<file path="src/rtl/tnt_pkg.sv">
// ---------------------------------------------------------------------------
// tnt_pkg
// shared widths, codes and control word layout for the key number table
// ---------------------------------------------------------------------------
package tnt_pkg;

   localparam int TABLE_DEPTH = 64;
   localparam int KEY_W       = 31;
   localparam int SLOT_W      = 7;
   localparam int STATUS_W    = 2;
   localparam int CFG_W       = 7;
   localparam int IDX_W       = $clog2(TABLE_DEPTH);
   localparam int CNT_W       = $clog2(TABLE_DEPTH + 1);
   localparam int BIT_W       = $clog2(KEY_W);

   localparam logic [CFG_W-1:0] CFG_RESET = 7'd64;

   localparam logic [STATUS_W-1:0] ST_OK       = 2'd0;
   localparam logic [STATUS_W-1:0] ST_MISMATCH = 2'd1;
   localparam logic [STATUS_W-1:0] ST_NO_SLOT  = 2'd2;

   typedef logic [2:0] dp_op_type;
   localparam dp_op_type DP_LOAD   = 3'd0;
   localparam dp_op_type DP_MOD    = 3'd1;
   localparam dp_op_type DP_SINIT  = 3'd2;
   localparam dp_op_type DP_SCAN   = 3'd3;
   localparam dp_op_type DP_FINISH = 3'd4;

   typedef logic [2:0] cond_type;
   localparam cond_type COND_NEVER     = 3'd0;
   localparam cond_type COND_ALWAYS    = 3'd1;
   localparam cond_type COND_NO_START  = 3'd2;
   localparam cond_type COND_MOD_MORE  = 3'd3;
   localparam cond_type COND_SCAN_MORE = 3'd4;

   typedef logic [2:0] step_type;

   typedef struct packed {
      dp_op_type op;
      cond_type  cond;
      step_type  target;
   } ctrl_word_type;

   typedef struct packed {
      dp_op_type op;
   } seq_ctrl_type;

   typedef struct packed {
      logic mod_more;
      logic scan_more;
   } dp_flags_type;

endpackage

</file>
<file path="src/rtl/tnt_seq.sv">
// ---------------------------------------------------------------------------
// tnt_seq
// step counter and control store; one control word per step
// ---------------------------------------------------------------------------
module tnt_seq (
   input  logic                  clock,
   input  logic                  reset,
   input  logic                  start,
   input  tnt_pkg::dp_flags_type flags,
   output tnt_pkg::seq_ctrl_type ctrl,
   output logic                  busy
);
   import tnt_pkg::*;

   localparam step_type STEP_IDLE   = 3'd0;
   localparam step_type STEP_MOD    = 3'd1;
   localparam step_type STEP_SINIT  = 3'd2;
   localparam step_type STEP_SCAN   = 3'd3;
   localparam step_type STEP_FINISH = 3'd4;

   step_type      pc_ff;
   step_type      pc_in;
   ctrl_word_type word;
   logic          take;

   // control store
   always_comb begin
      case (pc_ff)
         STEP_IDLE:   word = '{op: DP_LOAD,   cond: COND_NO_START,  target: STEP_IDLE};
         STEP_MOD:    word = '{op: DP_MOD,    cond: COND_MOD_MORE,  target: STEP_MOD};
         STEP_SINIT:  word = '{op: DP_SINIT,  cond: COND_NEVER,     target: STEP_IDLE};
         STEP_SCAN:   word = '{op: DP_SCAN,   cond: COND_SCAN_MORE, target: STEP_SCAN};
         STEP_FINISH: word = '{op: DP_FINISH, cond: COND_ALWAYS,    target: STEP_IDLE};
         default:     word = '{op: DP_LOAD,   cond: COND_ALWAYS,    target: STEP_IDLE};
      endcase
   end

   always_comb begin
      case (word.cond)
         COND_NEVER:     take = 1'b0;
         COND_ALWAYS:    take = 1'b1;
         COND_NO_START:  take = !start;
         COND_MOD_MORE:  take = flags.mod_more;
         COND_SCAN_MORE: take = flags.scan_more;
         default:        take = 1'b1;
      endcase
   end

   assign pc_in   = take ? word.target : pc_ff + 3'd1;
   assign ctrl.op = word.op;
   assign busy    = (pc_ff != STEP_IDLE);

   always_ff @(posedge clock) begin
      if (reset) begin
         pc_ff <= STEP_IDLE;
      end else begin
         pc_ff <= pc_in;
      end
   end

endmodule

</file>
<file path="src/rtl/tnt_datapath.sv">
// ---------------------------------------------------------------------------
// tnt_datapath
// remainder unit, probe address, key table memory and result registers
// ---------------------------------------------------------------------------
module tnt_datapath (
   input  logic                          clock,
   input  logic                          reset,
   input  logic                          start,
   input  logic                          req_operation,
   input  logic [tnt_pkg::KEY_W-1:0]     req_key_number,
   input  logic [tnt_pkg::CFG_W-1:0]     table_size,
   input  tnt_pkg::seq_ctrl_type         ctrl,
   output tnt_pkg::dp_flags_type         flags,
   output logic                          rsp_valid,
   output logic [tnt_pkg::STATUS_W-1:0]  rsp_status,
   output logic [tnt_pkg::SLOT_W-1:0]    rsp_slot_index,
   output logic                          rsp_key_found
);
   import tnt_pkg::*;

   logic [KEY_W-1:0]     key_mem [TABLE_DEPTH];
   logic [TABLE_DEPTH-1:0] vld_ff;

   logic                 attach_ff;
   logic [KEY_W-1:0]     key_ff;
   logic [CNT_W-1:0]     size_ff, size_in;
   logic [CNT_W-1:0]     rem_ff;
   logic [BIT_W-1:0]     bit_ff;
   logic [CNT_W:0]       trial;
   logic [CNT_W-1:0]     rem_in;

   logic [IDX_W-1:0]     ra_ff, ra_next;
   logic [CNT_W-1:0]     issue_cnt_ff;
   logic                 cmp_vld_ff;
   logic [IDX_W-1:0]     cmp_idx_ff;
   logic [KEY_W-1:0]     rdata_ff;
   logic                 rvld_ff;
   logic [CNT_W-1:0]     cmp_cnt_ff;
   logic [KEY_W-1:0]     entry;
   logic                 match, free, last_cmp;

   logic                 found_ff, hole_ff;
   logic [CNT_W-1:0]     slot_ff;

   logic                 rsp_valid_ff;
   logic [STATUS_W-1:0]  status_ff, status_in;
   logic [SLOT_W-1:0]    slot_out_ff;
   logic                 found_out_ff;
   logic                 wr_en;

   // clamp of the size register
   always_comb begin
      if (table_size == '0) begin
         size_in = CNT_W'(1);
      end else if (table_size > CFG_W'(TABLE_DEPTH)) begin
         size_in = CNT_W'(TABLE_DEPTH);
      end else begin
         size_in = CNT_W'(table_size);
      end
   end

   // restoring remainder, one key bit a step
   assign trial  = {rem_ff, key_ff[bit_ff]};
   assign rem_in = (trial >= {1'b0, size_ff}) ? CNT_W'(trial - {1'b0, size_ff})
                                               : CNT_W'(trial);

   assign ra_next = ((CNT_W'(ra_ff) + CNT_W'(1)) == size_ff) ? '0 : ra_ff + IDX_W'(1);

   assign entry    = rvld_ff ? rdata_ff : '0;
   assign match    = cmp_vld_ff && (key_ff != '0) && (entry == key_ff);
   assign free     = cmp_vld_ff && (entry == '0);
   assign last_cmp = cmp_vld_ff && (cmp_cnt_ff == size_ff - CNT_W'(1));

   assign flags.mod_more  = (bit_ff != '0);
   assign flags.scan_more = !(match || last_cmp);

   always_comb begin
      wr_en = 1'b0;
      if (key_ff == '0) begin
         status_in = ST_MISMATCH;
      end else if (attach_ff) begin
         if (found_ff) begin
            status_in = ST_MISMATCH;
         end else if (!hole_ff) begin
            status_in = ST_NO_SLOT;
         end else begin
            status_in = ST_OK;
            wr_en     = (ctrl.op == DP_FINISH);
         end
      end else begin
         status_in = found_ff ? ST_OK : ST_MISMATCH;
      end
   end

   // key table
   always_ff @(posedge clock) begin
      if (wr_en) begin
         key_mem[slot_ff[IDX_W-1:0]] <= key_ff;
      end
      rdata_ff <= key_mem[ra_ff];
   end

   always_ff @(posedge clock) begin
      if (reset) begin
         vld_ff <= '0;
      end else if (wr_en) begin
         vld_ff[slot_ff[IDX_W-1:0]] <= 1'b1;
      end
   end

   always_ff @(posedge clock) begin
      if (reset) begin
         cmp_vld_ff   <= 1'b0;
         rsp_valid_ff <= 1'b0;
      end else begin
         rsp_valid_ff <= (ctrl.op == DP_FINISH);
         case (ctrl.op)
            DP_SINIT: cmp_vld_ff <= 1'b0;
            DP_SCAN:  cmp_vld_ff <= (issue_cnt_ff < size_ff);
            default:  cmp_vld_ff <= 1'b0;
         endcase
      end
   end

   always_ff @(posedge clock) begin
      case (ctrl.op)
         DP_LOAD: begin
            if (start) begin
               attach_ff <= req_operation;
               key_ff    <= req_key_number;
               size_ff   <= size_in;
               rem_ff    <= '0;
               bit_ff    <= BIT_W'(KEY_W - 1);
            end
         end
         DP_MOD: begin
            rem_ff <= rem_in;
            bit_ff <= bit_ff - BIT_W'(1);
         end
         DP_SINIT: begin
            ra_ff        <= rem_ff[IDX_W-1:0];
            issue_cnt_ff <= '0;
            cmp_cnt_ff   <= '0;
            found_ff     <= 1'b0;
            hole_ff      <= 1'b0;
            slot_ff      <= size_ff;
         end
         DP_SCAN: begin
            rvld_ff      <= vld_ff[ra_ff];
            cmp_idx_ff   <= ra_ff;
            ra_ff        <= ra_next;
            issue_cnt_ff <= issue_cnt_ff + CNT_W'(1);
            if (cmp_vld_ff) begin
               cmp_cnt_ff <= cmp_cnt_ff + CNT_W'(1);
            end
            if (match) begin
               found_ff <= 1'b1;
               slot_ff  <= CNT_W'(cmp_idx_ff);
            end else if (free && !hole_ff) begin
               hole_ff <= 1'b1;
               slot_ff <= CNT_W'(cmp_idx_ff);
            end
         end
         DP_FINISH: begin
            status_ff    <= status_in;
            slot_out_ff  <= SLOT_W'(slot_ff);
            found_out_ff <= found_ff;
         end
         default: begin
            rem_ff <= rem_ff;
         end
      endcase
   end

   assign rsp_valid      = rsp_valid_ff;
   assign rsp_status     = status_ff;
   assign rsp_slot_index = slot_out_ff;
   assign rsp_key_found  = found_out_ff;

endmodule

</file>
<file path="src/rtl/tie_number_table_find_or_attach.sv">
// ---------------------------------------------------------------------------
// tie_number_table_find_or_attach
// linear probing key table: find a key or attach it into the first free slot
// ---------------------------------------------------------------------------
// steps: one remainder step per key bit, one setup step, one probe per cycle through
//   the single table read port with its registered read, one finish step
// throughput: one request at a time; busy drops in the cycle the result shows
// reset clears the control state and the table valid bits; table_size is 64
// results are shown for one cycle on rsp_valid and cannot be held off
// ---------------------------------------------------------------------------
module tie_number_table_find_or_attach (
   input  logic                          clock,
   input  logic                          reset,
   input  logic                          start,
   output logic                          busy,
   input  logic                          req_operation,
   input  logic [tnt_pkg::KEY_W-1:0]     req_key_number,
   output logic                          rsp_valid,
   output logic [tnt_pkg::STATUS_W-1:0]  rsp_status,
   output logic [tnt_pkg::SLOT_W-1:0]    rsp_slot_index,
   output logic                          rsp_key_found,
   input  logic                          csr_valid,
   output logic                          csr_ready,
   input  logic [tnt_pkg::CFG_W-1:0]     csr_table_size
);
   import tnt_pkg::*;

   logic [CFG_W-1:0] table_size_ff;
   seq_ctrl_type     ctrl;
   dp_flags_type     flags;

   assign csr_ready = 1'b1;

   always_ff @(posedge clock) begin
      if (reset) begin
         table_size_ff <= CFG_RESET;
      end else if (csr_valid && csr_ready) begin
         table_size_ff <= csr_table_size;
      end
   end

   tnt_seq u_seq (
      .clock (clock),
      .reset (reset),
      .start (start),
      .flags (flags),
      .ctrl  (ctrl),
      .busy  (busy)
   );

   tnt_datapath u_dp (
      .clock          (clock),
      .reset          (reset),
      .start          (start),
      .req_operation  (req_operation),
      .req_key_number (req_key_number),
      .table_size     (table_size_ff),
      .ctrl           (ctrl),
      .flags          (flags),
      .rsp_valid      (rsp_valid),
      .rsp_status     (rsp_status),
      .rsp_slot_index (rsp_slot_index),
      .rsp_key_found  (rsp_key_found)
   );

   a_accept_busy: assert property (@(posedge clock) disable iff (reset)
      (start && !busy) |=> busy)
      else $error("busy not raised after accept");

   a_rsp_single: assert property (@(posedge clock) disable iff (reset)
      rsp_valid |=> !rsp_valid)
      else $error("result beat longer than one cycle");

   a_rsp_idle: assert property (@(posedge clock) disable iff (reset)
      rsp_valid |-> !busy)
      else $error("result shown while still busy");

   a_found_status: assert property (@(posedge clock) disable iff (reset)
      (rsp_valid && rsp_key_found) |-> (rsp_status != ST_NO_SLOT))
      else $error("no free slot reported for a present key");

endmodule
</file>
<file path="config.mk">
export PLATFORM = sky130hd
export DESIGN_NAME = tie_number_table_find_or_attach
export DESIGN_NICKNAME = d
export VERILOG_FILES = /design/src/rtl/tnt_pkg.sv /design/src/rtl/tnt_seq.sv /design/src/rtl/tnt_datapath.sv /design/src/rtl/tie_number_table_find_or_attach.sv
export SDC_FILE = /design/constraint.sdc
export NUM_CORES = 2
export LEC_CHECK = 0
export BUFFER_PORTS_ARGS = -buffer_cell sky130_fd_sc_hd__buf_2
export CAP_MARGIN = 20
export CORE_UTILIZATION = 25
export DETAILED_ROUTE_END_ITERATION = 16
export PLACE_DENSITY = 0.44
export SETUP_SLACK_MARGIN = 0.1
export SKIP_CTS_REPAIR_TIMING = 1
export SLEW_MARGIN = 5
export SYNTH_ARGS = -nofsm -noshare
export SYNTH_HDL_FRONTEND = slang
export SYNTH_SLANG_ARGS = --single-unit
export TNS_END_PERCENT = 5
</file>
<file path="constraint.sdc">
create_clock -name clock -period 5.2 [get_ports clock]
set_input_delay 1.56 -clock clock [delete_from_list [all_inputs] [get_ports clock]]
set_output_delay 1.56 -clock clock [all_outputs]
set_load 0.01 [all_outputs]
</file>
==> results.md <==
- Clock sinks: 2188
- Synth Area in XOR/XNOR: 0.405%
- Sequential share of power: 46.1%
- Flop2flop setup slack: 0.92 ns
- Clock root buffer: clkbuf_16
- CTS Buffer Depth: 3
- Rel. slew slack: 28.5%
- DP HPWL: 142000 µm
- RSZ-0062 raised after global routing: false
- Post-Synth Adder-Cell Area: 0.365%
- Clock skew: 0.0616 ns
- Tmin final: 4.28 ns
- Cell Area, Placed: 91800 µm²
- Combinational family with the most area after synthesis: multiplexers
- Yosys warnings: 0
- WL/cell: 28.1 µm
- Number of distinct library cells after synthesis: 65
- Worst vdd ir: 0.285 mV
- Worst path depth: 12
- Top FF cell, synth: edfxtp_1
- Synth top area cells: edfxtp_1, mux4_2, dfxtp_1
- Commonest cells post-synth: edfxtp_1, mux4_2, nor2_1, clkbuf_1, dfxtp_1
- RR Startpoint: u_dp.bit_ff[0]
- Final critical-path share of the clock period: 82.3%
- Standard-cell rows: 213
- CP Cell Sequence: mux4_2, mux4_2, mux2i_1, ha_1, fa_1, nor2b_1, o21ai_0, a21boi_0, o21ai_0, a31o_2, nand2_1, and3_1
- Pwr dens: 460 nW/µm²
- CP endpoint kind: flip-flop
- Internal: 33.2 mW
- Fmax achieved: 234 MHz
- Max stage delay cell, worst path: edfxtp_1
- Async SR Flop Fraction: 0%
- Via count of the first global-routing pass: 41100
- 1st-pass router iterations: 6
- Routed WL: 243000 µm
- I/O pin cnt: 56
- Syn Area/Cell: 22.9 µm²
- Starting Density: 25.1%
- CTS Buf Count: 232
- Design Power: 45.8 mW
- Fin area: 99500 µm²
- Synth Instances: 3690
- Measured slew at the worst slew-check pin: 1.07 ns
- Area grow syn2layout: 17.9%
- Antenna-violating nets left: 0
- CTS tree: built
- Die area: 340000 µm²
- Overall Global Routing Usage: 14.2%
- Proportion of synthesized area in mux cells: 18.3%
- Area share of the largest cell type after synthesis: 74.0%
- Max-Cap Viols: 0
- 1st-iter DRT viols: 4385
- Switching portion of total power: 27.4%
- Synth Area in Compound Gates: 1.28%
- Endpoints failing setup: 0
- Gate power share: 17.6%
- Worst reg-to-reg path cell count: 12
- Setup TNS: 0 ns
- Antenna violations before repair: 29
- Kind of critical path: reg -> reg
- Count leader, synth: edfxtp_1
- Hold_ws: 0.429 ns
- Crit path from: u_dp.bit_ff[0]
- Critical Path Max Stage Delay: 0.76 ns
- Power share of the clock group: 36.3%
- Total core area: 336000 µm²
- Final Max Slew Viols: 0
- Critical path launch point type: flip-flop
- Die Ht: 583 µm
- Syn_nets: 3757
- Post-synth EDFFs: 2081
- # port buffers: 54
- Simple-gate portion of the synthesized area: 2.03%
- Worst-path clk slew: 0.06 ns
- Via Count: 39800
- Reg2reg end: u_dp.rem_ff[0]
- Grt ovf: 0
- Outcome: finished, final reports clean
- Filler cells: 32600
- Via/cell ratio: 4.59
- Final hold vios: 0
- CP delay by family, top: multiplexers
- Fin nets: 4030
- Sequential area share after synthesis: 76.6%
- Share of layout cells above drive strength 1: 31.8%
- Dominant cell type by area after synthesis: edfxtp_1
- Sw Pwr: 12.6 mW
- Buf+Inv Stages, Crit Path: 0
- Synth Register Bits: 2188
- Layout Utilization: 29.6%
- Max H-tree Level: 4
- Die width: 583 µm
- CP endpoint: u_dp.rem_ff[0]
- Drt drc: 0
- Synthesized area: 84400 µm²
- Min-delay worst type: reg -> reg
- Worst skew pair latency: 0.88 ns
- Worst path required time: 5.79 ns
- Largest net degree at the start of global routing: 91
- Crit-path max FO: 12
- Static Leak: 30.2 nW
- First-pass GRT wire length: 339000 µm
- GPL Wtd Cong: 0.782
- Critical path arrival: 4.88 ns
## through the flow
stage                     setup WS, ns  instances
after floorplan                   1.13       3690
after global placement           0.952       8240
after detailed placement         0.981       8240
after CTS                        0.903       8668
after global routing             0.566       8673
final                            0.918       8680
## worst reg2reg max path: stages (launching register included)
cell	delay, ns
edfxtp_1	0.76
mux4_2	0.60
mux4_2	0.47
mux2i_1	0.44
ha_1	0.29
fa_1	0.22
nor2b_1	0.05
o21ai_0	0.19
a21boi_0	0.16
o21ai_0	0.24
a31o_2	0.28
nand2_1	0.07
and3_1	0.20
## placed cells by master, fill, tap and decap left out, types with 22 or more instances in the layout
cell type  netlist  routed
clkbuf_1       116      53
nand2_1         56      56
buf_4           14     134
xnor2_1         22      22
o21ai_0         30      30
nor2_4           0      64
clkinv_1         1      57
dfxtp_1        107     107
a21oi_1         47      47
clkinv_2         0      30
buf_2           30      54
mux4_2         680     680
buf_12           0      37
nor2_1         166     102
bufinv_16        0      26
ha_1            23      23
edfxtp_1      2081    2081
nand3_1         28      24
clkbuf_16        0     235
inv_1           27      27
## area by class of cell
type / count / area [µm²] / share of cell area (%)
flip-flops and latches: 2188 / 64600 / 65.0
multi-input cells: 1284 / 19400 / 19.5
clock buffers: 289 / 6090 / 6.12
well taps: 4515 / 5650 / 5.68
repair buffers: 229 / 2070 / 2.08
clock inverters: 139 / 1540 / 1.54
inverters: 28 / 105 / 0.106
diodes: 8 / 20.0 / 0.0201
## power groups by stage
stage | Sequential, mW | Combinational (mW) | Clock, mW
after global placement | 21.5 | 8.20 | 0
after detailed placement | 21.5 | 8.22 | 0
final | 21.1 | 8.04 | 16.6
after CTS | 21.1 | 8.23 | 17.0
after global routing | 21.1 | 8.51 | 17.7
after floorplan | 21.8 | 4.16 | 0
## worst min path at each step
stage	startpoint	to	slack, ns	cells past startpoint
2_1_floorplan	u_dp.slot_ff[6]	u_dp.rsp_slot_index[6]	0.40	0
3_3_place_gp	u_dp.slot_ff[6]	u_dp.rsp_slot_index[6]	0.42	0
3_5_place_dp	u_dp.slot_ff[6]	u_dp.rsp_slot_index[6]	0.42	0
4_1_cts	u_dp.slot_ff[6]	u_dp.rsp_slot_index[6]	0.44	0
5_1_grt	u_dp.slot_ff[6]	u_dp.rsp_slot_index[6]	0.44	0
6_report	u_dp.slot_ff[6]	u_dp.rsp_slot_index[6]	0.43	0
## sequential cells by signal (all words and copies together) (netlist names)
| signal | cells |
|---|---|
| u_dp.ra_ff | 6 |
| u_dp.rsp_valid | 1 |
| u_seq.pc_ff | 3 |
| u_dp.cmp_vld_ff | 1 |
| u_dp.size_ff | 7 |
| u_dp.cmp_cnt_ff | 7 |
| u_dp.rsp_key_found | 1 |
| u_dp.rsp_slot_index | 7 |
| u_dp.attach_ff | 1 |
| table_size_ff | 7 |
| u_dp.rvld_ff | 1 |
| u_dp.found_ff | 1 |
| u_dp.rsp_status | 2 |
| u_dp.rem_ff | 7 |
| u_dp.key_ff | 31 |
| u_dp.slot_ff | 7 |
| u_dp.rdata_ff | 31 |
| u_dp.issue_cnt_ff | 7 |
| u_dp.key_mem | 1984 |
| u_dp.hole_ff | 1 |
| u_dp.vld_ff | 64 |
| u_dp.bit_ff | 5 |
| u_dp.cmp_idx_ff | 6 |
## per-layer routing
metal	GRT usage [%]	vias to the layer above	wire, µm
li1	-	16300	-
met1	19.7	22100	108000
met2	23.2	1139	117000
met3	2.35	305	13100
met4	3.20	2	5010
met5	0	-	13
## cells by family (layout without fill, tap and decap cells)
kind of cell    count (synthesis)  count (layout)
flops                        2188            2188
mux                           690             690
compound gates                164             164
other cells                     1               9
xor+xnor                       39              39
buf+inv                       218             685
fa+ha+maj                      24              24
simple gates                  366             366
Note: power is estimated with default switching activity, not from simulation.
